File: src/rtl/ppoq_ram.sv
// Generic single-write, single-read RAM with registered read data.
module ppoq_ram #(
    parameter int WIDTH = 8,
    parameter int DEPTH = 64
) (
    input  logic                     i_clk,
    input  logic                     i_we,
    input  logic [$clog2(DEPTH)-1:0] i_waddr,
    input  logic [WIDTH-1:0]         i_wdata,
    input  logic                     i_re,
    input  logic [$clog2(DEPTH)-1:0] i_raddr,
    output logic [WIDTH-1:0]         o_rdata
);

    logic [WIDTH-1:0] r_mem [DEPTH];
    logic [WIDTH-1:0] r_rdata;

    always_ff @(posedge i_clk) begin
        if (i_we) begin
            r_mem[i_waddr] <= i_wdata;
        end
        if (i_re) begin
            r_rdata <= r_mem[i_raddr];
        end
    end

    assign o_rdata = r_rdata;

endmodule

File: config.mk
export PLATFORM = sky130hd
export DESIGN_NAME = ppoq_ram
export DESIGN_NICKNAME = d
export VERILOG_FILES = /design/src/rtl/ppoq_ram.sv
export SDC_FILE = /design/constraint.sdc
export NUM_CORES = 1
export LEC_CHECK = 0
export BUFFER_PORTS_ARGS = -buffer_cell sky130_fd_sc_hd__buf_2
export CAP_MARGIN = 30
export CELL_PAD_IN_SITES_DETAIL_PLACEMENT = 1
export CELL_PAD_IN_SITES_GLOBAL_PLACEMENT = 2
export CORE_MARGIN = 1.5
export CORE_UTILIZATION = 45
export CTS_CLUSTER_SIZE = 25
export DETAILED_ROUTE_END_ITERATION = 7
export PLACE_DENSITY_LB_ADDON = 0.1
export SYNTH_ARGS = -nofsm -noshare
export SYNTH_HDL_FRONTEND = slang
export SYNTH_SLANG_ARGS = --single-unit
export TNS_END_PERCENT = 100
File: constraint.sdc
create_clock -name i_clk -period 2.17 [get_ports i_clk]
set_clock_uncertainty 0.05 [all_clocks]
set_input_delay 0.434 -clock i_clk [delete_from_list [all_inputs] [get_ports i_clk]]
set_output_delay 0.434 -clock i_clk [all_outputs]
set_load 0.01 [all_outputs]
==> results.cfg <==
[layout]
fin_area_um2 = 23900
fin_nets = 1151
syn_to_final_growth_pct = 18.0
diodes = 0
layout-drive-gt1-share_pct = 34.0

[clocking]
cts-htree-levels = 2
clk_path_buf_depth = 3
cts_buffers = 53
cts_tree = yes
cts_sinks = 520
cts_root_buffer = clkbuf_16
clkLatencyLatePin_ns = 0.60
cts_hold_buf = 0
post-cts-setup-buffers = 0
path_clk_slew_ns = 0.06

[routing]
drc_errors = 0
via_per_inst = 5.74
ant_nets = 0
drtIter0Drc = 931
wl_um = 50500
wl_per_cell_um = 28.7
vias = 10100
dr.pass1.iters = 4

[grt]
gr-total-overflow = 0
grt_pass1_wl_um = 75300
track_usage_pct = 22.6
grt_max_degree = 65
grt_pass1_vias = 10900
antenna_found_initial = 1

[setup_path]
cp_data_required_time_ns = 2.44
crit_path_start_kind = flip-flop
critPathKind = reg2reg
worstPathArrival_ns = 2.37
end_kind = flip-flop
crit_fanout = 1

[sta]
fin_ws_ns = 0.0722
rsz0062_at_grt = false
max_freq_mhz = 477
hold_violations = 0
setup_viol = 0
drv_slew = 0
worst_pin_slew_ns = 0.775
fin_crit_sh_pct = 96.7
max-slew-margin-rel_pct = 48.3
period_minus_slack_ns = 2.10

[logic_synthesis]
synth_edf_count = 520
synthTopCellsByArea = edfxtp_1, mux4_2, nor2_1, mux2i_1, mux2_2
synth.most_common_cell = edfxtp_1
synthArstFlopShare_pct = 0
yosys.area.top_type = edfxtp_1
ys_ff_latch = 520
ys_warn_count = 0
yosysTopAreaCellShare_pct = 77.1
synth_nets = 963
syn_inst = 940
synth.cell_area_um2 = 20200
yosysSeqAreaShare_pct = 77.1
synth_common_cells = edfxtp_1, mux4_2, nor2_1
synth_cell_type_count = 39
synth_flop_cell = edfxtp_1
syn_avg_cell_area_um2 = 21.5

[power_and_ir_drop]
seq_power_share_pct = 52.6
p_leak_nw = 7.77
power.internal_mw = 16.8
p_clk_share_pct = 41.7
power.switching_mw = 4.39
cellPowerDensity_nw_per_um2 = 888
pwr-share-comb_pct = 5.7
irDropWorstVdd_v = 0.000693
sw_frac_of_total_pct = 20.7

[placement]
place_area_um2 = 22200
post-place-ws_ns = -0.684
dp_hpwl_um = 33500
gp_congestion = 0.797
port_buffers = 30

[job]
max-cap-violations = 0

[die]
die_h_um = 215
die_area_um2 = 46300
pin_count = 31
die_x_um = 215
rows = 77
start_util_pct = 45.7
coreArea_um2 = 44300

[status]
outcome = finished, final reports clean

[min_path]
min_path_type = in2reg
layout make-up:
cell class,instances,area [um^2]
clock inverters,27,248
multi-input cells,369,4340
flip-flops and latches,520,15600
fillers,3898,20400
clock buffers,66,1420
well taps,592,741
repair buffers,184,1530
critical path, stage by stage (launching register included):
cell	delay, ns
edfxtp_1	0.37
mux4_2	0.47
mux2_2	0.29
o221a_2	0.27
nor3_1	0.26
o32ai_1	0.13
path summary, 6_finish.rpt:
kind                startpoint          end  slack [ns]  cells past startpoint
setup / recovery  r_mem[29][4]   o_rdata[4]        0.07                      5
hold / removal      i_wdata[7]  r_mem[4][7]        0.18                      1
setup reg to reg  r_mem[29][4]   o_rdata[4]        0.07                      5
hold reg to reg   r_mem[23][2]   o_rdata[2]        0.87                      4
timing repair:
| item | CTS | global route |
|---|---|---|
| cloned | 0 | 0 |
| pin swaps | 0 | 1 |
| setup endpoints to repair | 2 | 4 |
| gates resized for setup | 3 | 4 |
metrics by stage:
stage               setup TNS [ns]  hold WS, ns  instances  utilization (%)  power, mW
finish                           0        0.180       1758             53.9       21.2
global route                     0        0.172       1758             53.9       21.8
CTS                              0        0.153       1758             53.9       21.4
detailed placement           -4.23        0.802       1665             50.1       12.6
global placement             -3.99        0.794       1663             50.0       12.5
floorplan                        0        0.483        940                -       12.0
state kept, by name (all words and copies together) (netlist names):
signal and flops:
r_mem 512, o_rdata 8
kinds of logic (layout without fill, tap and decap cells):
group | after synthesis | in the layout | synth area share, %
flops | 520 | 520 | 77.1
compound gates | 54 | 54 | 2.06
buf+inv | 51 | 277 | 1.56
mux | 162 | 162 | 15.9
simple gates | 153 | 153 | 3.37
metal layers:
metal / GRT usage [%] / wire length [um]
met3: 3.54 / 2550
met5: 0 / 13
met2: 35.5 / 24100
met4: 7.18 / 1200
met1: 32.8 / 22700
layout by cell type, fill, tap and decap left out, types with 6 or more instances in the layout:
master       n
edfxtp_1   520
buf_4      139
mux4_2     126
nor2_1      83
clkbuf_16   55
buf_2       27
mux2i_1     23
nand2_1     19
buf_12      17
nor2b_1     14
mux2_2      13
nand3_1     13
clkinv_1    13
clkbuf_1    11
o221ai_1     8
o22ai_1      8
clkinv_2     8
nand2b_1     7
nor3_1       6
power groups by stage:
stage	Combinational, mW	Sequential [mW]	Clock [mW]
6_report	1.20	11.2	8.85
5_1_grt	1.28	11.2	9.35
4_1_cts	1.22	11.2	9.05
3_5_place_dp	1.21	11.4	0
3_3_place_gp	1.16	11.4	0
2_1_floorplan	0.600	11.4	0
No activity file was read; power rests on OpenSTA's default activity.
