==> src/rtl/ppoq_pkg.sv <==
// Shared types, constants and codes of the paced packet output queue.
package ppoq_pkg;

    localparam int QUEUE_DEPTH_DEF = 32;
    localparam int SLOT_BYTES_DEF  = 64;
    localparam int CMDQ_DEPTH      = 4;

    localparam int GAP_W      = 16;
    localparam int LIMIT_W    = 7;
    localparam int PEND_W     = 6;
    localparam int SLOT_MAX_W = 8;
    localparam int PADDR_W    = 3;
    localparam int PDATA_W    = 32;

    localparam logic [GAP_W-1:0]   GAP_RESET   = 16'd10;
    localparam logic [LIMIT_W-1:0] LIMIT_RESET = 7'd64;

    localparam logic REG_GAP   = 1'b0;
    localparam logic REG_LIMIT = 1'b1;

    typedef enum logic [1:0] {
        F_PUSH = 2'd0,
        F_TICK = 2'd1,
        F_TAKE = 2'd2
    } t_func;

    typedef enum logic [1:0] {
        K_ACCEPT   = 2'd0,
        K_REJECT   = 2'd1,
        K_NOTREADY = 2'd2,
        K_BYTE     = 2'd3
    } t_kind;

    typedef enum logic [1:0] {
        B_IDLE,
        B_LENW,
        B_STREAM
    } t_bstate;

    typedef logic [PEND_W-1:0]     t_pend;
    typedef logic [SLOT_MAX_W-1:0] t_slot;

    typedef struct packed {
        logic [1:0] func;
        logic       has_byte;
        logic [7:0] push_byte;
        logic       push_last;
    } t_in_item;

    typedef struct packed {
        t_kind      kind;
        logic [7:0] out_byte;
        logic       out_last;
        t_pend      pending_count;
        logic       is_full;
    } t_out_item;

    typedef struct packed {
        t_kind kind;
        t_pend pending;
        logic  full;
        t_slot slot;
    } t_cmd;

endpackage

==> src/rtl/ppoq_front.sv <==
// Front part: accepts items, stores packets, keeps queue state and the gap timer.
module ppoq_front
    import ppoq_pkg::*;
#(
    parameter int QUEUE_DEPTH = QUEUE_DEPTH_DEF,
    parameter int SLOT_BYTES  = SLOT_BYTES_DEF
) (
    input  logic                                        i_clk,
    input  logic                                        i_rst_n,
    input  logic                                        i_valid,
    input  t_in_item                                    i_data,
    output logic                                        o_stall,
    input  logic [GAP_W-1:0]                            i_gap,
    input  logic [LIMIT_W-1:0]                          i_limit,
    input  logic                                        i_q_full,
    output logic                                        o_q_push,
    output t_cmd                                        o_q_data,
    input  logic                                        i_rel_done,
    output logic                                        o_byte_we,
    output logic [$clog2(QUEUE_DEPTH*SLOT_BYTES)-1:0]   o_byte_waddr,
    output logic [7:0]                                  o_byte_wdata,
    output logic                                        o_len_we,
    output logic [$clog2(QUEUE_DEPTH)-1:0]              o_len_waddr,
    output logic [$clog2(SLOT_BYTES+1)-1:0]             o_len_wdata
);

    localparam int SLOT_W = $clog2(QUEUE_DEPTH);
    localparam int CNT_W  = $clog2(QUEUE_DEPTH + 1);
    localparam int LEN_W  = $clog2(SLOT_BYTES + 1);
    localparam int BA_W   = $clog2(QUEUE_DEPTH * SLOT_BYTES);
    localparam int REL_W  = $clog2(CMDQ_DEPTH + 2);

    logic [SLOT_W-1:0]  r_head, n_head;
    logic [SLOT_W-1:0]  r_tail, n_tail;
    logic [CNT_W-1:0]   r_count, n_count;
    logic [LEN_W-1:0]   r_len, n_len;
    logic               r_drop, n_drop;
    logic [GAP_W-1:0]   r_gap, n_gap;
    logic [REL_W-1:0]   r_rel_out, n_rel_out;

    logic               accept;
    logic               is_full;
    logic [LIMIT_W-1:0] lim;
    logic               store;
    logic               drop_tmp;
    logic [LEN_W-1:0]   len_tmp;
    logic               reject;
    logic               rel_inc;
    logic [CNT_W-1:0]   cmd_cnt;
    t_kind              cmd_kind;

    assign o_stall = i_q_full ||
                     ((r_rel_out != '0) && (i_data.func == F_PUSH));
    assign accept  = i_valid && !o_stall;
    assign is_full = (r_count == CNT_W'(QUEUE_DEPTH));
    assign lim     = (i_limit > LIMIT_W'(SLOT_BYTES)) ? LIMIT_W'(SLOT_BYTES) : i_limit;

    assign store    = i_data.has_byte && !r_drop && !((r_len == '0) && is_full) &&
                      (LIMIT_W'(r_len) < lim);
    assign drop_tmp = r_drop || (i_data.has_byte && !r_drop && !store);
    assign len_tmp  = r_len + LEN_W'(store);
    assign reject   = drop_tmp || (len_tmp == '0) || is_full;

    always_comb begin
        n_head    = r_head;
        n_tail    = r_tail;
        n_count   = r_count;
        n_len     = r_len;
        n_drop    = r_drop;
        n_gap     = r_gap;
        o_q_push  = 1'b0;
        o_byte_we = 1'b0;
        o_len_we  = 1'b0;
        rel_inc   = 1'b0;
        cmd_cnt   = r_count;
        cmd_kind  = K_NOTREADY;
        if (accept) begin
            case (i_data.func)
                F_PUSH: begin
                    o_byte_we = store;
                    if (i_data.push_last) begin
                        o_q_push = 1'b1;
                        n_len    = '0;
                        n_drop   = 1'b0;
                        if (reject) begin
                            cmd_kind = K_REJECT;
                        end else begin
                            cmd_kind = K_ACCEPT;
                            o_len_we = 1'b1;
                            n_tail   = (r_tail == SLOT_W'(QUEUE_DEPTH - 1)) ?
                                       '0 : r_tail + SLOT_W'(1);
                            n_count  = r_count + CNT_W'(1);
                            cmd_cnt  = n_count;
                        end
                    end else begin
                        n_len  = len_tmp;
                        n_drop = drop_tmp;
                    end
                end
                F_TICK: begin
                    if (r_gap != '0) begin
                        n_gap = r_gap - GAP_W'(1);
                    end
                end
                F_TAKE: begin
                    o_q_push = 1'b1;
                    if ((r_count == '0) || (r_gap != '0)) begin
                        cmd_kind = K_NOTREADY;
                    end else begin
                        cmd_kind = K_BYTE;
                        rel_inc  = 1'b1;
                        n_head   = (r_head == SLOT_W'(QUEUE_DEPTH - 1)) ?
                                   '0 : r_head + SLOT_W'(1);
                        n_count  = r_count - CNT_W'(1);
                        n_gap    = i_gap;
                        cmd_cnt  = n_count;
                    end
                end
                default: begin
                end
            endcase
        end
    end

    always_comb begin
        n_rel_out = r_rel_out;
        if (rel_inc && !i_rel_done) begin
            n_rel_out = r_rel_out + REL_W'(1);
        end else if (!rel_inc && i_rel_done) begin
            n_rel_out = r_rel_out - REL_W'(1);
        end
    end

    assign o_q_data.kind    = cmd_kind;
    assign o_q_data.pending = t_pend'(cmd_cnt);
    assign o_q_data.full    = (cmd_cnt == CNT_W'(QUEUE_DEPTH));
    assign o_q_data.slot    = t_slot'(r_head);

    assign o_byte_waddr = BA_W'(r_tail) * BA_W'(SLOT_BYTES) + BA_W'(r_len);
    assign o_byte_wdata = i_data.push_byte;
    assign o_len_waddr  = r_tail;
    assign o_len_wdata  = len_tmp;

    always_ff @(posedge i_clk) begin
        if (!i_rst_n) begin
            r_head    <= '0;
            r_tail    <= '0;
            r_count   <= '0;
            r_len     <= '0;
            r_drop    <= 1'b0;
            r_gap     <= '0;
            r_rel_out <= '0;
        end else begin
            r_head    <= n_head;
            r_tail    <= n_tail;
            r_count   <= n_count;
            r_len     <= n_len;
            r_drop    <= n_drop;
            r_gap     <= n_gap;
            r_rel_out <= n_rel_out;
        end
    end

    a_count_bound: assert property (@(posedge i_clk) disable iff (!i_rst_n)
        r_count <= CNT_W'(QUEUE_DEPTH)) else $error("packet count above depth");
    a_rel_done_owed: assert property (@(posedge i_clk) disable iff (!i_rst_n)
        i_rel_done |-> (r_rel_out != '0)) else $error("release done without one open");
    a_push_room: assert property (@(posedge i_clk) disable iff (!i_rst_n)
        o_q_push |-> !i_q_full) else $error("command issued into full queue");

endmodule

==> config.mk <==
export PLATFORM = sky130hd
export DESIGN_NAME = ppoq_front
export DESIGN_NICKNAME = d
export VERILOG_FILES = /design/src/rtl/ppoq_pkg.sv /design/src/rtl/ppoq_front.sv
export SDC_FILE = /design/constraint.sdc
export NUM_CORES = 1
export LEC_CHECK = 0
export BUFFER_PORTS_ARGS = -buffer_cell sky130_fd_sc_hd__buf_2
export CAP_MARGIN = 20
export CORE_MARGIN = 1.5
export CORE_UTILIZATION = 53
export DETAILED_ROUTE_END_ITERATION = 6
export PLACE_DENSITY = 0.84
export SLEW_MARGIN = 20
export SYNTH_ARGS = -nofsm -noshare
export SYNTH_HDL_FRONTEND = slang
export SYNTH_SLANG_ARGS = --single-unit
==> constraint.sdc <==
create_clock -name i_clk -period 4.39 [get_ports i_clk]
set_input_delay 0.2195 -clock i_clk [delete_from_list [all_inputs] [get_ports i_clk]]
set_output_delay 0.2195 -clock i_clk [all_outputs]
set_load 0.1 [all_outputs]
==> results.txt <==
* Status: complete, but fails checks
- Failing checks: setup timing
- The filler cells instantiated in the layout total 488.
- Fraction of power spent switching nets: approximately 34%
* Hold Crit Depth: 3
- Core outline area: 5921 um^2
- Critical R2R Launch: r_count[1]
* Max-slew violation count: 0
- Share of power burned in registers: 44.0%
* Worst ir drop on vdd: 0.1323 mV
- Final instance count without filler cells: 568
* Net switching power: 312.9 uW
* Crit Reg-Reg Endpoint: o_len_waddr[2]
- The worst setup path is of the reg2out kind.
- Die ar.: between 6000 and 7000 um^2
* Tightest Hold Check Type: in2reg
- Measured along the x axis, the die boundary spans 81.48 um.
- From synthesis to final layout, the design area changed by 25.60%.
- Period utilisation layout: 103.5%
* Cell area after synthesis: ~3300 um^2
- Clk network pwr share: 30.7%
- Biggest area contributors in the synthesized netlist: sky130_fd_sc_hd__dfxtp_1, sky130_fd_sc_hd__ha_1, sky130_fd_sc_hd__o21ai_0, sky130_fd_sc_hd__nand2_1, sky130_fd_sc_hd__a21oi_1
- Detailed-routing iteration count for the pre-antenna-repair pass: 5
- Total count of hold-check failures in the final report: 0
- CTS H-tree lvls: 2
- In this run the core area contains 28 standard-cell rows.
- sky130_fd_sc_hd__dfxtp_1 takes more of the synthesized area than any other cell.
* Average size of a mapped cell: roughly 7.6 um^2
* Die H: 81.48 um
- The first global-routing pass estimated 13.72 mm of wire.
* Crit path max fanout: 8
- Internal power component: approximately 600 uW
- Leakage power of the design: ~0.0018 uW
* Hold Startpoint: i_gap[0]
- Worst setup slack after layout: -0.1539 ns
* Power density of the placed cells: 225.0 nW/um^2
- In this run, the combinational gates consume between 20% and 30% of the power.
- Worst-Margin Slew: 0.6934 ns
- Type of destination of the critical path: output port
* Antenna violations before repair: 0
- For this block, the via count after detailed routing is 3417.
* GRT Resource Usage Total: 26.21%
- Share of cells above drive strength 1: 30.63%
* Weighted congestion at the end of routability-driven global placement: 0.8739
- Endpoint with the worst hold slack: r_gap[0]
- Max Clock Freq: about 220 MHz
- The clock reaches the later pin of the worst-skew pair after ~0.31 ns.
* Arr. time, crit path: 4.32 ns
* CTS root buf: sky130_fd_sc_hd__clkbuf_8
- Via density per instance: 6.016
* HPWL after DPL: 5.896 mm
- Once detail routing completed, the nets flagged for antenna violations numbered 0.
- Final count of negative-setup-slack endpoints: 2
* Final worst clock skew: 0.009343 ns
- Internal reg-to-reg setup slack: between 0.3 and 0.4 ns
* Crit path time final: 4.544 ns
* Deepest clock path buffer count: 2
* Async set-or-reset flop fraction in the synthesized netlist: 0%
- Count of state elements after synthesis: 43
* Total Power Consumption: between 900 and 1000 uW
* Count of port buffers added during placement: between 70 and 80
- Number of instances in the placed design: ~550
- In the synthesized netlist the dominant register cell turns out to be sky130_fd_sc_hd__dfxtp_1.
* Post-Route Utilization: between 60 and 70%
- First DRT Iteration DRCs: 360
- In the final routed layout, each cell accounts on average for ~15 um.
- The tree built by TritonCTS fans out to 43 sinks.
- The number of global-route vias before repair came to 2961.
* Critical Path RT: between 4 and 5 ns
- Initial core utilization: 55.14%
- Clock-pin slew was measured on the worst setup and hold paths at 0.09 ns.
- Number of antenna diodes: 0
- Setup repair after global routing could not meet its margin everywhere.
* Number of enable flip-flop cells after synthesis: 0
* Number of standard cells after synthesis: roughly 430
* Layout Nets: 551
- 92 I/O pins were placed.
- Sequential cells were found to cover between 20% and 30% of the synthesized design area.
- Yosys cell types: 63
- Critical Path Source Type: register
* Total number of yosys warnings: 0
- Entering global routing, the biggest net connects 44 pins.
- Area share of the leading cell type in the synthesized netlist: 26.37%
- WL final: 8.691 mm
- DRC errors left: 0
* Max-slew headroom at the worst pin: 53.66%
- Leftover overflow at the end of global routing: 0
- Worst Reg2Reg Path Length in Cells: 17
- TritonCTS built the clock tree.
- TritonCTS created 5 clock buffers.
- Across the run, the number of max-cap violations was 0.
==> cells in the mapped netlist, types with 4 or more instances <==
cell,number
sky130_fd_sc_hd__clkbuf_1,16
sky130_fd_sc_hd__inv_1,20
sky130_fd_sc_hd__nand4_1,4
sky130_fd_sc_hd__o21ai_0,36
sky130_fd_sc_hd__a21oi_1,27
sky130_fd_sc_hd__a31oi_1,9
sky130_fd_sc_hd__xor2_1,4
sky130_fd_sc_hd__nor4_1,5
sky130_fd_sc_hd__and2_1,11
sky130_fd_sc_hd__nor3b_1,8
sky130_fd_sc_hd__nor2_1,34
sky130_fd_sc_hd__buf_4,18
sky130_fd_sc_hd__nand2b_1,4
sky130_fd_sc_hd__xnor2_1,8
sky130_fd_sc_hd__or3_1,4
sky130_fd_sc_hd__nor2b_1,15
sky130_fd_sc_hd__o211ai_1,4
sky130_fd_sc_hd__ha_1,18
sky130_fd_sc_hd__or4_1,4
sky130_fd_sc_hd__dfxtp_1,43
sky130_fd_sc_hd__nor3_1,15
sky130_fd_sc_hd__a21boi_0,11
sky130_fd_sc_hd__and3_1,5
sky130_fd_sc_hd__nand3_1,12
sky130_fd_sc_hd__nand2_1,37
==> how the worst max path moves through the flow <==
stage	startpoint	endpoint	slack (ns)
final	r_count[1]	o_q_data[8]	-0.15
after global routing	r_count[1]	o_q_data[8]	-0.30
after CTS	r_count[1]	o_q_data[8]	0.002
after detailed placement	i_limit[6]	o_q_data[8]	0.08
after global placement	r_count[1]	o_q_data[8]	0.22
after floorplan	r_count[1]	o_q_data[8]	-1.61
==> worst max-delay path: stages (launching register included) <==
cell,delay (ns)
sky130_fd_sc_hd__dfxtp_4,0.36
sky130_fd_sc_hd__inv_4,0.07
sky130_fd_sc_hd__ha_4,0.13
sky130_fd_sc_hd__or3b_4,0.40
sky130_fd_sc_hd__nor3b_4,0.26
sky130_fd_sc_hd__nand3_1,0.10
sky130_fd_sc_hd__nand4b_1,0.12
sky130_fd_sc_hd__a31oi_2,0.06
sky130_fd_sc_hd__ha_2,0.22
sky130_fd_sc_hd__ha_4,0.20
sky130_fd_sc_hd__xor2_4,0.15
sky130_fd_sc_hd__or3_4,0.34
sky130_fd_sc_hd__nor3_4,0.20
sky130_fd_sc_hd__a211oi_4,0.16
sky130_fd_sc_hd__buf_4,0.18
sky130_fd_sc_hd__a221oi_4,0.26
sky130_fd_sc_hd__a221oi_2,0.08
sky130_fd_sc_hd__nand3b_1,0.23
sky130_fd_sc_hd__nor4b_4,0.29
sky130_fd_sc_hd__buf_12,0.21
==> cells by family after synthesis <==
logic type,after synthesis,synth area share [%]
and+or+nand+nor,178,30.13
AOI/OAI and AO/OA,117,23.42
buffers and inverters,56,8.586
DFF,43,26.37
adders and majority gates,19,7.513
xor gates and xnor gates,12,3.220
muxes,2,0.6516
other,1,0.1149
==> state kept, by name, indices dropped and copies added (netlist names) <==
| register | cells |
|---|---|
| r_gap | 16 |
| r_len | 7 |
| r_count | 6 |
| o_len_waddr | 5 |
| r_head | 5 |
| r_rel_out | 3 |
| r_drop | 1 |
==> power groups by stage <==
stage          clock [uW]  combinational [uW]  sequential [uW]
6_report              284                 233              406
5_1_grt               306                 253              407
4_1_cts               288                 223              406
3_5_place_dp            0                 214              416
3_3_place_gp            0                 211              415
2_1_floorplan           0                 207              414
==> metal layers <==
layer / vias to the layer above / part of all wire, % / GRT usage [%]
met4: 0 / 1.3 / 6.897
met5: - / 0 / 0
met1: 1610 / 45 / 34.13
met2: 134 / 49 / 44.46
met3: 18 / 5.4 / 4.667
li1: 1655 / - / -
==> layout make-up <==
class                      instances  area, um^2  share of cell area, %
multi-input combinational        331        2395                  58.41
sequential                        43       872.1                  21.27
timing repair buffer              91       561.8                  13.70
tap                               75       93.84                  2.289
clock buffer                       6       82.58                  2.014
inverter                          20       80.08                  1.953
clock inverter                     2       15.01                 0.3662
==> through the flow <==
step	TNS (ns)	setup slack [ns]	hold WS, ns	area, um^2
after floorplan	-2.835	-1.614	0.3733	3438
after global placement	0	0.2220	0.4397	3777
after detailed placement	0	0.07660	0.4397	3777
after CTS	0	0.002484	0.2300	4020
after global routing	-0.7496	-0.3031	0.2723	4100
final	-0.2367	-0.1539	0.2319	4100
==> placed cells by master (no fill, tap or decap), types with 4 or more instances in the layout <==
cell | Yosys | layout
sky130_fd_sc_hd__xnor2_1 | 8 | 4
sky130_fd_sc_hd__nor2b_1 | 15 | 15
sky130_fd_sc_hd__nand4_1 | 4 | 4
sky130_fd_sc_hd__nor4_1 | 5 | 5
sky130_fd_sc_hd__nor2_1 | 34 | 34
sky130_fd_sc_hd__o21ai_0 | 36 | 36
sky130_fd_sc_hd__nand2b_1 | 4 | 4
sky130_fd_sc_hd__a31oi_1 | 9 | 7
sky130_fd_sc_hd__nor3_1 | 15 | 13
sky130_fd_sc_hd__dfxtp_1 | 43 | 38
sky130_fd_sc_hd__nor3b_1 | 8 | 7
sky130_fd_sc_hd__a21oi_1 | 27 | 25
sky130_fd_sc_hd__nand2_1 | 37 | 37
sky130_fd_sc_hd__or4_1 | 4 | 4
sky130_fd_sc_hd__o211ai_1 | 4 | 4
sky130_fd_sc_hd__and3_1 | 5 | 4
sky130_fd_sc_hd__inv_1 | 20 | 17
sky130_fd_sc_hd__nand3_1 | 12 | 9
sky130_fd_sc_hd__and2_1 | 11 | 11
sky130_fd_sc_hd__buf_2 | 2 | 65
sky130_fd_sc_hd__clkbuf_8 | 0 | 6
sky130_fd_sc_hd__a21boi_0 | 11 | 11
sky130_fd_sc_hd__buf_4 | 18 | 22
sky130_fd_sc_hd__ha_1 | 18 | 15
==> repair_timing <==
item                       CTS  global route
pin swaps                   19            15
hold buffers                 0             0
setup endpoints to repair    5             6
gates resized for setup     15            14
buffers inserted             9             4
(Power assumes the default switching activity.)
