`src/rtl/ppoq_pkg.sv`:
```
// Shared types, constants and codes of the paced packet output queue.
package ppoq_pkg;

    localparam int QUEUE_DEPTH_DEF = 32;
    localparam int SLOT_BYTES_DEF  = 64;
    localparam int CMDQ_DEPTH      = 4;

    localparam int GAP_W      = 16;
    localparam int LIMIT_W    = 7;
    localparam int PEND_W     = 6;
    localparam int SLOT_MAX_W = 8;
    localparam int PADDR_W    = 3;
    localparam int PDATA_W    = 32;

    localparam logic [GAP_W-1:0]   GAP_RESET   = 16'd10;
    localparam logic [LIMIT_W-1:0] LIMIT_RESET = 7'd64;

    localparam logic REG_GAP   = 1'b0;
    localparam logic REG_LIMIT = 1'b1;

    typedef enum logic [1:0] {
        F_PUSH = 2'd0,
        F_TICK = 2'd1,
        F_TAKE = 2'd2
    } t_func;

    typedef enum logic [1:0] {
        K_ACCEPT   = 2'd0,
        K_REJECT   = 2'd1,
        K_NOTREADY = 2'd2,
        K_BYTE     = 2'd3
    } t_kind;

    typedef enum logic [1:0] {
        B_IDLE,
        B_LENW,
        B_STREAM
    } t_bstate;

    typedef logic [PEND_W-1:0]     t_pend;
    typedef logic [SLOT_MAX_W-1:0] t_slot;

    typedef struct packed {
        logic [1:0] func;
        logic       has_byte;
        logic [7:0] push_byte;
        logic       push_last;
    } t_in_item;

    typedef struct packed {
        t_kind      kind;
        logic [7:0] out_byte;
        logic       out_last;
        t_pend      pending_count;
        logic       is_full;
    } t_out_item;

    typedef struct packed {
        t_kind kind;
        t_pend pending;
        logic  full;
        t_slot slot;
    } t_cmd;

endpackage

```
`src/rtl/ppoq_cmdq.sv`:
```
// Short command queue between the front classifier and the back release engine.
module ppoq_cmdq
    import ppoq_pkg::*;
(
    input  logic i_clk,
    input  logic i_rst_n,
    input  logic i_push,
    input  t_cmd i_data,
    input  logic i_pop,
    output t_cmd o_data,
    output logic o_full,
    output logic o_empty
);

    localparam int PTR_W = $clog2(CMDQ_DEPTH);
    localparam int CNT_W = $clog2(CMDQ_DEPTH + 1);

    t_cmd             r_mem [CMDQ_DEPTH];
    logic [PTR_W-1:0] r_wp, n_wp;
    logic [PTR_W-1:0] r_rp, n_rp;
    logic [CNT_W-1:0] r_cnt, n_cnt;

    always_comb begin
        n_wp  = r_wp;
        n_rp  = r_rp;
        n_cnt = r_cnt;
        if (i_push) begin
            n_wp = (r_wp == PTR_W'(CMDQ_DEPTH - 1)) ? '0 : r_wp + PTR_W'(1);
        end
        if (i_pop) begin
            n_rp = (r_rp == PTR_W'(CMDQ_DEPTH - 1)) ? '0 : r_rp + PTR_W'(1);
        end
        if (i_push && !i_pop) begin
            n_cnt = r_cnt + CNT_W'(1);
        end else if (!i_push && i_pop) begin
            n_cnt = r_cnt - CNT_W'(1);
        end
    end

    always_ff @(posedge i_clk) begin
        if (!i_rst_n) begin
            r_wp  <= '0;
            r_rp  <= '0;
            r_cnt <= '0;
        end else begin
            r_wp  <= n_wp;
            r_rp  <= n_rp;
            r_cnt <= n_cnt;
        end
    end

    always_ff @(posedge i_clk) begin
        if (i_push) begin
            r_mem[r_wp] <= i_data;
        end
    end

    assign o_data  = r_mem[r_rp];
    assign o_full  = (r_cnt == CNT_W'(CMDQ_DEPTH));
    assign o_empty = (r_cnt == '0);

    a_no_push_full: assert property (@(posedge i_clk) disable iff (!i_rst_n)
        i_push |-> !o_full) else $error("command pushed into full queue");
    a_no_pop_empty: assert property (@(posedge i_clk) disable iff (!i_rst_n)
        i_pop |-> !o_empty) else $error("command popped from empty queue");
    a_cnt_bound: assert property (@(posedge i_clk) disable iff (!i_rst_n)
        r_cnt <= CNT_W'(CMDQ_DEPTH)) else $error("command queue count overflow");

endmodule

```
`config.mk`:
```
export PLATFORM = sky130hd
export DESIGN_NAME = ppoq_cmdq
export DESIGN_NICKNAME = d
export VERILOG_FILES = /design/src/rtl/ppoq_pkg.sv /design/src/rtl/ppoq_cmdq.sv
export SDC_FILE = /design/constraint.sdc
export NUM_CORES = 1
export LEC_CHECK = 0
export BUFFER_PORTS_ARGS = -buffer_cell sky130_fd_sc_hd__clkbuf_2
export CAP_MARGIN = 30
export CORE_MARGIN = 8
export CORE_UTILIZATION = 35
export DETAILED_ROUTE_END_ITERATION = 12
export SYNTH_ARGS = -nofsm -noshare
export SYNTH_HDL_FRONTEND = slang
export SYNTH_SLANG_ARGS = --single-unit
```
`constraint.sdc`:
```
create_clock -name i_clk -period 3.9 [get_ports i_clk]
set_clock_uncertainty 0.05 [all_clocks]
set_input_delay 0.585 -clock i_clk [delete_from_list [all_inputs] [get_ports i_clk]]
set_output_delay 0.585 -clock i_clk [all_outputs]
set_load 0.02 [all_outputs]
```
==> flow_metrics.env, run 1 <==
export IMPL_final_period_utilization_pct=61.6
export IMPL_worst_setup_path_start_kind="flip-flop"
export IMPL_p_int_w=0.00125
export IMPL_synth_yosys_seq_area_share_pct=75.3
export IMPL_power_static_leakage_nw=1.20
export IMPL_gp_congestion=0.627
export IMPL_fmax_mhz=416
export IMPL_worst_slew_pin_transition_ps=911
export IMPL_total_wirelength_microns=4920
export IMPL_rows=33
export IMPL_comb_power_share_pct=11.1
export IMPL_synth_cell_types=22
export IMPL_critical_path_peak_fanout=17
export IMPL_grt_pass1_vias=1502
export IMPL_grt_max_degree=18
export IMPL_clk_path_buf_depth=2
export IMPL_n_fill_cell=753
export IMPL_required_ps=3260
export IMPL_routed_via_density=4.68
export IMPL_final_stage_net_count=208
export IMPL_vdd_ir_drop_max_uv=253
export IMPL_antenna_violations_before_repair=0
export IMPL_layout_core_utilization_pct=41.7
export IMPL_cts_hold_repair_buffers=0
export IMPL_cts_htree_levels=3
export IMPL_io_pins=40
export IMPL_drcViolationCount=0
export IMPL_crit_type="reg2out"
export IMPL_cts_sink_count=77
export IMPL_yosys_synthesis_warning_count=0
export IMPL_crit_arrival_ps=1770
export IMPL_layout_drive_gt1_share_pct=34.6
export IMPL_synth_avg_cell_area_sq_um=22.2
export IMPL_gr_total_overflow=0
export IMPL_p_clk_share_pct=30.8
export IMPL_setup_tns_ps=0
export IMPL_dr_total_vias=1358
export IMPL_final_setup_fails=0
export IMPL_core_region_area_sq_mm=0.00818
export IMPL_min_period_ps=2400
export IMPL_final_cell_area_sq_mm=0.00341
export IMPL_detail_route_iter0_violations=55
export IMPL_endpoint_kind="primary output"
export IMPL_cts_inserted_buffers=9
export IMPL_synth_top_cell_area_share_pct=69.2
export IMPL_power_per_cell_area_mw_per_mm2=486
export IMPL_slew_violations=0
export IMPL_power_switching_w=0.000407
export IMPL_clock_tree_root_cell="sky130_fd_sc_hd__clkbuf_8"
export IMPL_firstDrtPassIters=4
export IMPL_die_area_sq_mm=0.0116
export IMPL_outcome="finished clean"
export IMPL_post_drt_wl_per_cell_microns=17.0
export IMPL_worst_slew_margin_rel_pct=39.3
export IMPL_die_w_microns=108
export IMPL_critPathBufInv=1
export IMPL_floorplan_initialDensity_pct=36.1
export IMPL_postPlaceCellArea_sq_mm=0.00324
export IMPL_cts_clk_slew_worst_paths_ps=80
export IMPL_slowest_delay_ps=830
export IMPL_finalHoldViolCount=0
export IMPL_mappedNetlistArea_sq_mm=0.00295
export IMPL_globalRouteTotalUtil_pct=9.35
export IMPL_hold_class="in2reg"
export IMPL_synth_top_cell_by_area="sky130_fd_sc_hd__edfxtp_1"
export IMPL_pwr_share_seq_pct=58.0
export IMPL_worst_path_max_delay_cell="sky130_fd_sc_hd__dfxtp_1"
export IMPL_cp_cell_sequence="mux4_2 > clkbuf_2"
export IMPL_detail_route_antenna_nets=0
export IMPL_postSynthCellCount=133
export IMPL_power_switching_share_pct=24.6
export IMPL_worst_skew_pair_late_latency_ps=330
export IMPL_ys_seq_elements=77
export IMPL_mappedNetlistNets=161
export IMPL_n_antenna_cell=0
export IMPL_drv_cap=0
export IMPL_worst_path_dominant_cell_family="flip-flops"
export IMPL_global_route_wire_length_before_repair_microns=7890
export IMPL_grt_setup_unrepaired="no"
export IMPL_postCtsResizedCells=0
export IMPL_synth_area_top_cells="sky130_fd_sc_hd__edfxtp_1, sky130_fd_sc_hd__mux4_2, sky130_fd_sc_hd__mux4_1"
export IMPL_area_growth_syn_to_layout_pct=15.6
export IMPL_io_buffer_count=39
export IMPL_cts_setup_buffers=0
export IMPL_tritoncts="built"
export IMPL_die_h_microns=108
export IMPL_dp_final_hpwl_microns=3200
-- flip-flops by register name (all words and copies together) (netlist names), named ones only --
register,cells
r_wp,2
r_rp,2
r_mem,68
r_cnt,3
-- metrics by stage --
stage	power, W	worst slack [ps]	cells	hold slack [ps]
6_report	0.00166	1500	290	412
5_1_grt	0.00173	1330	290	385
4_1_cts	0.00168	1390	290	393
3_5_place_dp	0.00117	1750	274	450
3_3_place_gp	0.00117	1790	274	442
2_1_floorplan	0.00110	1990	133	422
-- Yosys cell counts --
cell and number:
sky130_fd_sc_hd__inv_1 4, sky130_fd_sc_hd__or3_1 1, sky130_fd_sc_hd__o21a_1 1, sky130_fd_sc_hd__buf_6 1, sky130_fd_sc_hd__nor2b_1 5, sky130_fd_sc_hd__ha_1 6, sky130_fd_sc_hd__xor2_1 1, sky130_fd_sc_hd__mux2i_1 4
sky130_fd_sc_hd__buf_2 2, sky130_fd_sc_hd__o21ai_0 1, sky130_fd_sc_hd__edfxtp_1 68, sky130_fd_sc_hd__and2_1 5, sky130_fd_sc_hd__nor2_1 1, sky130_fd_sc_hd__a21boi_0 1, sky130_fd_sc_hd__fa_1 1, sky130_fd_sc_hd__buf_12 1
sky130_fd_sc_hd__xnor2_1 1, sky130_fd_sc_hd__nor3b_1 1, sky130_fd_sc_hd__mux4_1 7, sky130_fd_sc_hd__nor3_1 2, sky130_fd_sc_hd__dfxtp_1 9, sky130_fd_sc_hd__mux4_2 10
-- cell type report --
cell class	instances	area, sq um	share of cell area (%)
Sequential cell	77	2220	65.2
Inverter	4	15.0	0.440
Multi-Input combinational cell	48	672	19.7
Tap cell	105	131	3.85
Clock buffer	10	128	3.74
Clock inverter	6	38.8	1.14
Timing Repair Buffer	40	203	5.94
-- worst reg2reg max path: stages, from the launching register on --
cell and delay (ps):
sky130_fd_sc_hd__dfxtp_1 400, sky130_fd_sc_hd__ha_1 190, sky130_fd_sc_hd__and2_1 720
-- power by group through the flow --
| stage | registers, W | logic, W | clock network (W) |
|---|---|---|---|
| floorplan | 0.000970 | 0.000132 | 0 |
| global placement | 0.000980 | 0.000186 | 0 |
| detailed placement | 0.000981 | 0.000190 | 0 |
| CTS | 0.000962 | 0.000191 | 0.000529 |
| global route | 0.000965 | 0.000206 | 0.000561 |
| finish | 0.000961 | 0.000185 | 0.000510 |
-- cells by family (layout without fill, tap and decap cells) --
family                     after synthesis  after routing  synth area share (%)
adders and majority gates                7              7                  3.22
xor gates and xnor gates                 2              2                 0.594
and+or+nand+nor                         15             15                  3.05
DFF                                     77             77                  75.3
buffers and inverters                    8             60                  1.91
muxes                                   21             21                  15.2
AOI/OAI and AO/OA                        3              3                 0.679
-- per-layer routing --
| layer | GRT usage (%) | share of wire [%] | routed length (microns) |
|---|---|---|---|
| met4 | 2.97 | 0.94 | 46 |
| met2 | 15.0 | 48 | 2370 |
| met1 | 10.2 | 43 | 2130 |
| met5 | 0 | 0 | 0 |
| met3 | 5.33 | 7.6 | 373 |
-- placed cells by master, fill, tap and decap left out, drive strengths merged, types with 2 or more instances in the layout --
| cell | instances |
|---|---|
| and2 | 5 |
| clkbuf | 49 |
| clkinv | 4 |
| dfxtp | 9 |
| edfxtp | 68 |
| ha | 6 |
| inv | 5 |
| mux2i | 4 |
| mux4 | 17 |
| nor2b | 5 |
| nor3 | 2 |
-- worst paths after layout --
| check | cells after the start | from | endpoint | slack [ps] |
|---|---|---|---|---|
| max | 2 | flip-flop | o_data[2] | 1500 |
| min | 1 | i_data[7] | r_mem[3][7] | 410 |
| max reg2reg | 2 | r_wp[0] | r_mem[3][11] | 2170 |
| min reg2reg | 2 | r_cnt[2] | r_cnt[2] | 500 |
No activity file was read; power rests on OpenSTA's default activity.
==> run 2, diff against run 1 <==
==> constraint.sdc (replaced) <==
create_clock -name i_clk -period 2.45 [get_ports i_clk]
set_clock_uncertainty 0.05 [all_clocks]
set_input_delay 0.3675 -clock i_clk [delete_from_list [all_inputs] [get_ports i_clk]]
set_output_delay 0.3675 -clock i_clk [all_outputs]
set_load 0.02 [all_outputs]
==> run 2 against run 1 <==
Sequential share of layout area shrank 0.99 points. Via count decreased by 0.15%. Worst setup slack worse by 1200 ps. Die area did not move. Combinational power is 67% higher. Flip-flop and latch count unchanged. Highest routed layer unchanged. Largest power group unchanged. Non-clock buffer count increased by 5. Critical path depth up 1.
==> flow_metrics.env, run 2 (synthesis gave the netlist of run 1 again) <==
export IMPL_outcome="finished clean"
export IMPL_cts_sink_count=77
export IMPL_flip_flop_count_of_the_largest_register_after_layout=68
export IMPL_post_drt_wl_per_cell_microns=16.8
export IMPL_worst_skew_pair_late_latency_ps=340
export IMPL_vdd_ir_drop_max_uv=253
export IMPL_die_h_microns=108
export IMPL_worst_r2r_setup_slack_ps=920
export IMPL_most_common_cell_after_layout_fill_and_taps_aside="sky130_fd_sc_hd__edfxtp_1"
export IMPL_worst_slew_margin_rel_pct=77.7
export IMPL_antenna_violations_before_repair=0
export IMPL_die_w_microns=108
export IMPL_detail_route_iter0_violations=25
export IMPL_rows=33
export IMPL_dpl_worst_slack_ps=526
export IMPL_layout_drive_gt1_share_pct=37.4
export IMPL_detail_route_antenna_nets=0
export IMPL_area_growth_syn_to_layout_pct=17.3
export IMPL_crit_arrival_ps=1760
export IMPL_finalHoldViolCount=0
export IMPL_worst_slew_pin_transition_ps=334
export IMPL_cts_inserted_buffers=9
export IMPL_endpoint_kind="primary output"
export IMPL_final_setup_fails=0
export IMPL_r2r_end="r_cnt[2]"
export IMPL_global_route_wire_length_before_repair_microns=7680
export IMPL_cts_setup_buffers=0
export IMPL_n_antenna_cell=0
export IMPL_critical_path_peak_fanout=17
export IMPL_registers_top_by_ff_count="r_mem"
export IMPL_largestRegisters="r_mem (68), r_cnt (3)"
export IMPL_setup_tns_ps=0
export IMPL_grt_setup_unrepaired="no"
export IMPL_globalRouteTotalUtil_pct=9.02
export IMPL_power_per_cell_area_mw_per_mm2=776
export IMPL_tritoncts="built"
export IMPL_postCtsResizedCells=0
export IMPL_dr_total_vias=1356
export IMPL_hold_path_startpoint="i_data[9]"
export IMPL_clock_tree_root_cell="sky130_fd_sc_hd__clkbuf_8"
export IMPL_hold_class="in2reg"
export IMPL_crit_type="reg2out"
export IMPL_final_period_utilization_pct=89.1
export IMPL_worst_setup_path_start_kind="flip-flop"
export IMPL_layout_cells_most_common_list="sky130_fd_sc_hd__edfxtp_1, sky130_fd_sc_hd__clkbuf_2, sky130_fd_sc_hd__mux4_2"
export IMPL_grt_pass1_vias=1456
export IMPL_gr_total_overflow=0
export IMPL_fmax_mhz=458
export IMPL_total_wirelength_microns=4950
export IMPL_drcViolationCount=0
export IMPL_firstDrtPassIters=3
export IMPL_crit_end="o_data[16]"
export IMPL_slew_violations=0
export IMPL_gp_congestion=0.660
export IMPL_floorplan_initialDensity_pct=36.1
export IMPL_final_stage_net_count=213
export IMPL_clk_path_buf_depth=2
export IMPL_required_ps=2030
export IMPL_cts_htree_levels=3
export IMPL_cts_hold_repair_buffers=0
export IMPL_routed_via_density=4.60
export IMPL_die_area_sq_mm=0.0116
export IMPL_crit_reg2reg_launch="r_cnt[0]"
export IMPL_io_pins=40
export IMPL_grt_max_degree=18
export IMPL_core_region_area_sq_mm=0.00818
export IMPL_final_critical_path_setup_slack_ps=268
export IMPL_drv_cap=0
export IMPL_layout_core_utilization_pct=42.3
export IMPL_cts_clk_slew_worst_paths_ps=80
export IMPL_min_period_ps=2180
export IMPL_io_buffer_count=39
export IMPL_power_static_leakage_nw=1.23
export IMPL_ff2ff_path_depth=4
export IMPL_dp_final_hpwl_microns=3190
==> run 2: cell count changes in the layout (fill, tap and decap cells not counted), sizes merged <==
| cell | previous run | this run |
|---|---|---|
| clkinv | 4 | 1 |
| clkbuf | 49 | 48 |
| clkinvlp | 1 | 3 |
| inv | 5 | 7 |
| buf | 1 | 6 |
==> run 2: report_power, final <==
part           internal, W  total (W)  switching (W)
sequential         0.00150    0.00152      0.0000252
combinational     0.000131   0.000309       0.000178
clock             0.000379   0.000856       0.000477
total              0.00201    0.00269       0.000680
==> run 2: layout make-up <==
class	instances	area (sq um)
Sequential cell	77	2220
Fill cell	741	4710
Clock inverter	7	57.6
Inverter	4	15.0
Multi-Input combinational cell	48	672
Tap cell	105	131
Timing Repair Buffer	45	240
Clock buffer	9	124
==> run 2: routing by layer <==
metal	share of wire (%)	vias to the layer above	global-route usage, %
li1	-	647	-
met4	1.6	0	5.35
met2	49	33	14.3
met5	0	-	0
met1	44	666	10.5
met3	5.3	10	2.99
==> run 2: worst max-delay path, stage by stage, from the launching register on <==
cell,delay [ps]
sky130_fd_sc_hd__dfxtp_1,310
sky130_fd_sc_hd__buf_4,310
sky130_fd_sc_hd__mux4_1,620
sky130_fd_sc_hd__clkbuf_2,180
==> run 2: worst min path at each step <==
| stage | endpoint | slack (ps) | depth (start not counted) |
|---|---|---|---|
| floorplan | r_mem[0][0] | 420 | 0 |
| global placement | r_cnt[2] | 450 | 2 |
| detailed placement | r_cnt[2] | 490 | 2 |
| CTS | r_mem[1][14] | 170 | 1 |
| global route | r_mem[1][2] | 180 | 1 |
| finish | r_mem[2][9] | 190 | 1 |
==> run 2: per-stage QoR <==
| step | total power (W) | cell area (sq um) | cells | hold slack (ps) |
|---|---|---|---|---|
| floorplan | 0.00175 | 2950 | 133 | 416 |
| finish | 0.00269 | 3460 | 295 | 194 |
| detailed placement | 0.00187 | 3280 | 279 | 485 |
| global placement | 0.00186 | 3280 | 279 | 451 |
| global route | 0.00281 | 3460 | 295 | 180 |
| CTS | 0.00274 | 3460 | 295 | 169 |
==> run 3, diff against run 2 <==
--- a/config.mk
+++ b/config.mk
@@ -5,6 +5,7 @@
 export SDC_FILE = /design/constraint.sdc
 export NUM_CORES = 1
 export LEC_CHECK = 0
+export ABC_AREA = 1
 export BUFFER_PORTS_ARGS = -buffer_cell sky130_fd_sc_hd__clkbuf_2
 export CAP_MARGIN = 30
 export CORE_MARGIN = 8
==> run 3 against run 2 <==
Power up 7.2%. Sequential power about the same. Register-to-register slack worse by 70 ps. Critical endpoint is now o_data[10]. Largest power group unchanged. Clock-buffer cell count unchanged. Critical path type unchanged. Wire length up 17%.
==> flow_metrics.env, run 3 <==
export IMPL_cts_htree_levels=3
export IMPL_worst_setup_path_start_kind="flip-flop"
export IMPL_postSynthCellCount=223
export IMPL_detail_route_iter0_violations=115
export IMPL_endpoint_kind="primary output"
export IMPL_synth_yosys_seq_area_share_pct=73.1
export IMPL_clock_tree_root_cell="sky130_fd_sc_hd__clkbuf_8"
export IMPL_gr_total_overflow=0
export IMPL_globalRouteTotalUtil_pct=10.6
export IMPL_ys_async_sr_fraction_pct=0
export IMPL_grt_setup_unrepaired="no"
export IMPL_worst_slew_margin_rel_pct=50.5
export IMPL_grt_max_degree=35
export IMPL_synth_most_common_cell="sky130_fd_sc_hd__edfxtp_1"
export IMPL_antenna_violations_before_repair=0
export IMPL_synth_top_cell_by_area="sky130_fd_sc_hd__edfxtp_1"
export IMPL_area_growth_syn_to_layout_pct=16.3
export IMPL_multiInputGateArea_sq_um=667
export IMPL_dr_total_vias=1807
export IMPL_worst_skew_pair_late_latency_ps=340
export IMPL_final_setup_fails=0
export IMPL_gp_congestion=0.692
export IMPL_largestRegisters="r_mem (68), r_cnt (3)"
export IMPL_critPathBufInv=2
export IMPL_cts_inserted_buffers=9
export IMPL_power_per_cell_area_mw_per_mm2=814
export IMPL_core_region_area_sq_mm=0.00855
export IMPL_flip_flop_count_of_the_largest_register_after_layout=68
export IMPL_holdWs_ps=188
export IMPL_n_antenna_cell=0
export IMPL_drv_cap=0
export IMPL_slowest_delay_ps=380
export IMPL_slew_violations=0
export IMPL_cts_clk_slew_worst_paths_ps=80
export IMPL_io_buffer_count=39
export IMPL_floorplan_initialDensity_pct=35.5
export IMPL_drcViolationCount=0
export IMPL_total_wirelength_microns=5790
export IMPL_critical_path_peak_fanout=17
export IMPL_postPlaceCellArea_sq_mm=0.00332
export IMPL_worst_slew_pin_transition_ps=742
export IMPL_cp_cell_sequence="inv_2 > o21ai_0 > o22ai_1 > clkbuf_2"
export IMPL_die_area_sq_mm=0.0119
export IMPL_crit_reg2reg_launch="r_wp[0]"
export IMPL_outcome="finished clean"
export IMPL_ys_dominant_reg_cell="sky130_fd_sc_hd__edfxtp_1"
export IMPL_grt_pass1_vias=1913
export IMPL_mappedNetlistNets=251
export IMPL_layout_drive_gt1_share_pct=26.3
export IMPL_post_synth_edffs=68
export IMPL_cts_sink_count=77
export IMPL_final_stage_net_count=297
export IMPL_n_fill_cell=783
export IMPL_die_h_microns=109
export IMPL_routed_via_density=4.73
export IMPL_final_period_utilization_pct=81.8
export IMPL_setup_tns_ps=0
export IMPL_mappedNetlistArea_sq_mm=0.00304
export IMPL_cts_hold_repair_buffers=0
export IMPL_synth_top_cell_area_share_pct=67.2
export IMPL_synth_commonest_cells="sky130_fd_sc_hd__edfxtp_1, sky130_fd_sc_hd__nor2_1, sky130_fd_sc_hd__o22ai_1"
export IMPL_ys_seq_elements=77
export IMPL_most_common_cell_after_layout_fill_and_taps_aside="sky130_fd_sc_hd__edfxtp_1"
export IMPL_worst_path_dominant_cell_family="buffers and inverters"
export IMPL_global_route_wire_length_before_repair_microns=9430
export IMPL_hold_path_startpoint="i_data[15]"
export IMPL_crit_type="reg2out"
export IMPL_clk_path_buf_depth=2
export IMPL_fmax_mhz=499
export IMPL_dp_final_hpwl_microns=3840
export IMPL_layout_area_seq_sq_mm=0.00222
export IMPL_synth_avg_cell_area_sq_um=13.6
export IMPL_post_drt_wl_per_cell_microns=15.2
export IMPL_finalHoldViolCount=0
export IMPL_synth_cell_types=21
export IMPL_hold_class="in2reg"
export IMPL_registers_top_by_ff_count="r_mem"
export IMPL_power_static_leakage_nw=1.34
export IMPL_yosys_synthesis_warning_count=0
export IMPL_io_pins=40
export IMPL_crit_arrival_ps=1590
export IMPL_die_w_microns=109
export IMPL_layout_cells_most_common_list="sky130_fd_sc_hd__edfxtp_1, sky130_fd_sc_hd__nor2_1, sky130_fd_sc_hd__clkbuf_2"
export IMPL_synth_area_top_cells="sky130_fd_sc_hd__edfxtp_1, sky130_fd_sc_hd__dfxtp_1, sky130_fd_sc_hd__nor2_1"
export IMPL_layout_core_utilization_pct=41.3
export IMPL_cts_setup_buffers=0
export IMPL_worst_path_max_delay_cell="sky130_fd_sc_hd__dfxtp_1"
export IMPL_postCtsResizedCells=0
export IMPL_rows=34
export IMPL_min_period_ps=2000
export IMPL_final_cell_area_sq_mm=0.00353
export IMPL_vdd_ir_drop_max_uv=296
export IMPL_tritoncts="built"
export IMPL_firstDrtPassIters=4
export IMPL_layout_cells_non_filler=382
export IMPL_detail_route_antenna_nets=0
export IMPL_post_place_cells=366
export IMPL_required_ps=2030
-- run 3: changes by cell type in the layout (fill, tap and decap cells not counted), sizes merged, moves of 3 or more --
| cell | delta |
|---|---|
| nor2 | +41 |
| mux4 | -17 |
| nor2b | -5 |
| o22ai | +17 |
| nand2 | +8 |
| a21oi | +3 |
| and2 | -5 |
| inv | +9 |
| mux2i | -4 |
| o21ai | +36 |
-- run 3: cells by family after synthesis --
group | after synthesis | share of synthesized area (%)
flops | 77 | 73.1
compound gates | 57 | 11.3
simple gates | 56 | 7.20
buf+inv | 25 | 4.94
fa+ha+maj | 7 | 3.13
xor+xnor | 1 | 0.288
-- run 3: worst reg2reg max path: stages (launching register included) --
cell	delay, ps
sky130_fd_sc_hd__dfxtp_1	350
sky130_fd_sc_hd__inv_1	90
sky130_fd_sc_hd__ha_1	150
sky130_fd_sc_hd__nand2_1	50
sky130_fd_sc_hd__inv_1	540
-- run 3: worst paths after layout --
path | to | slack, ps | cells after the start
max | o_data[10] | 450 | 4
min | r_mem[3][15] | 190 | 1
max reg2reg | r_mem[2][16] | 850 | 4
min reg2reg | r_wp[1] | 480 | 2
-- run 3: where the power goes --
part,total (W),internal (W),switching [W]
logic,0.000344,0.000112,0.000233
clock network,0.00101,0.000567,0.000445
registers,0.00152,0.00149,0.0000279
total,0.00288,0.00217,0.000706
-- run 3: routing by layer --
metal	vias to the layer above	wire length, microns	GRT usage [%]
li1	899	-	-
met1	861	2630	12.8
met2	37	2770	16.3
met3	10	272	3.55
met4	0	114	6.17
met5	-	0	0
-- run 3: stage by stage --
step           total power [W]  worst slack [ps]
5_1_grt                0.00301               236
3_3_place_gp           0.00190               810
6_report               0.00288               447
4_1_cts                0.00292               370
3_5_place_dp           0.00190               764
2_1_floorplan          0.00179               982
-- run 3: area by class of cell --
class                           instances  area share, %
Clock buffer                            9           3.51
Clock inverter                          7           2.55
Inverter                               16           1.77
Multi-Input combinational cell        121           18.9
Sequential cell                        77           62.9
Tap cell                              108           3.82
Timing Repair Buffer                   44           6.59
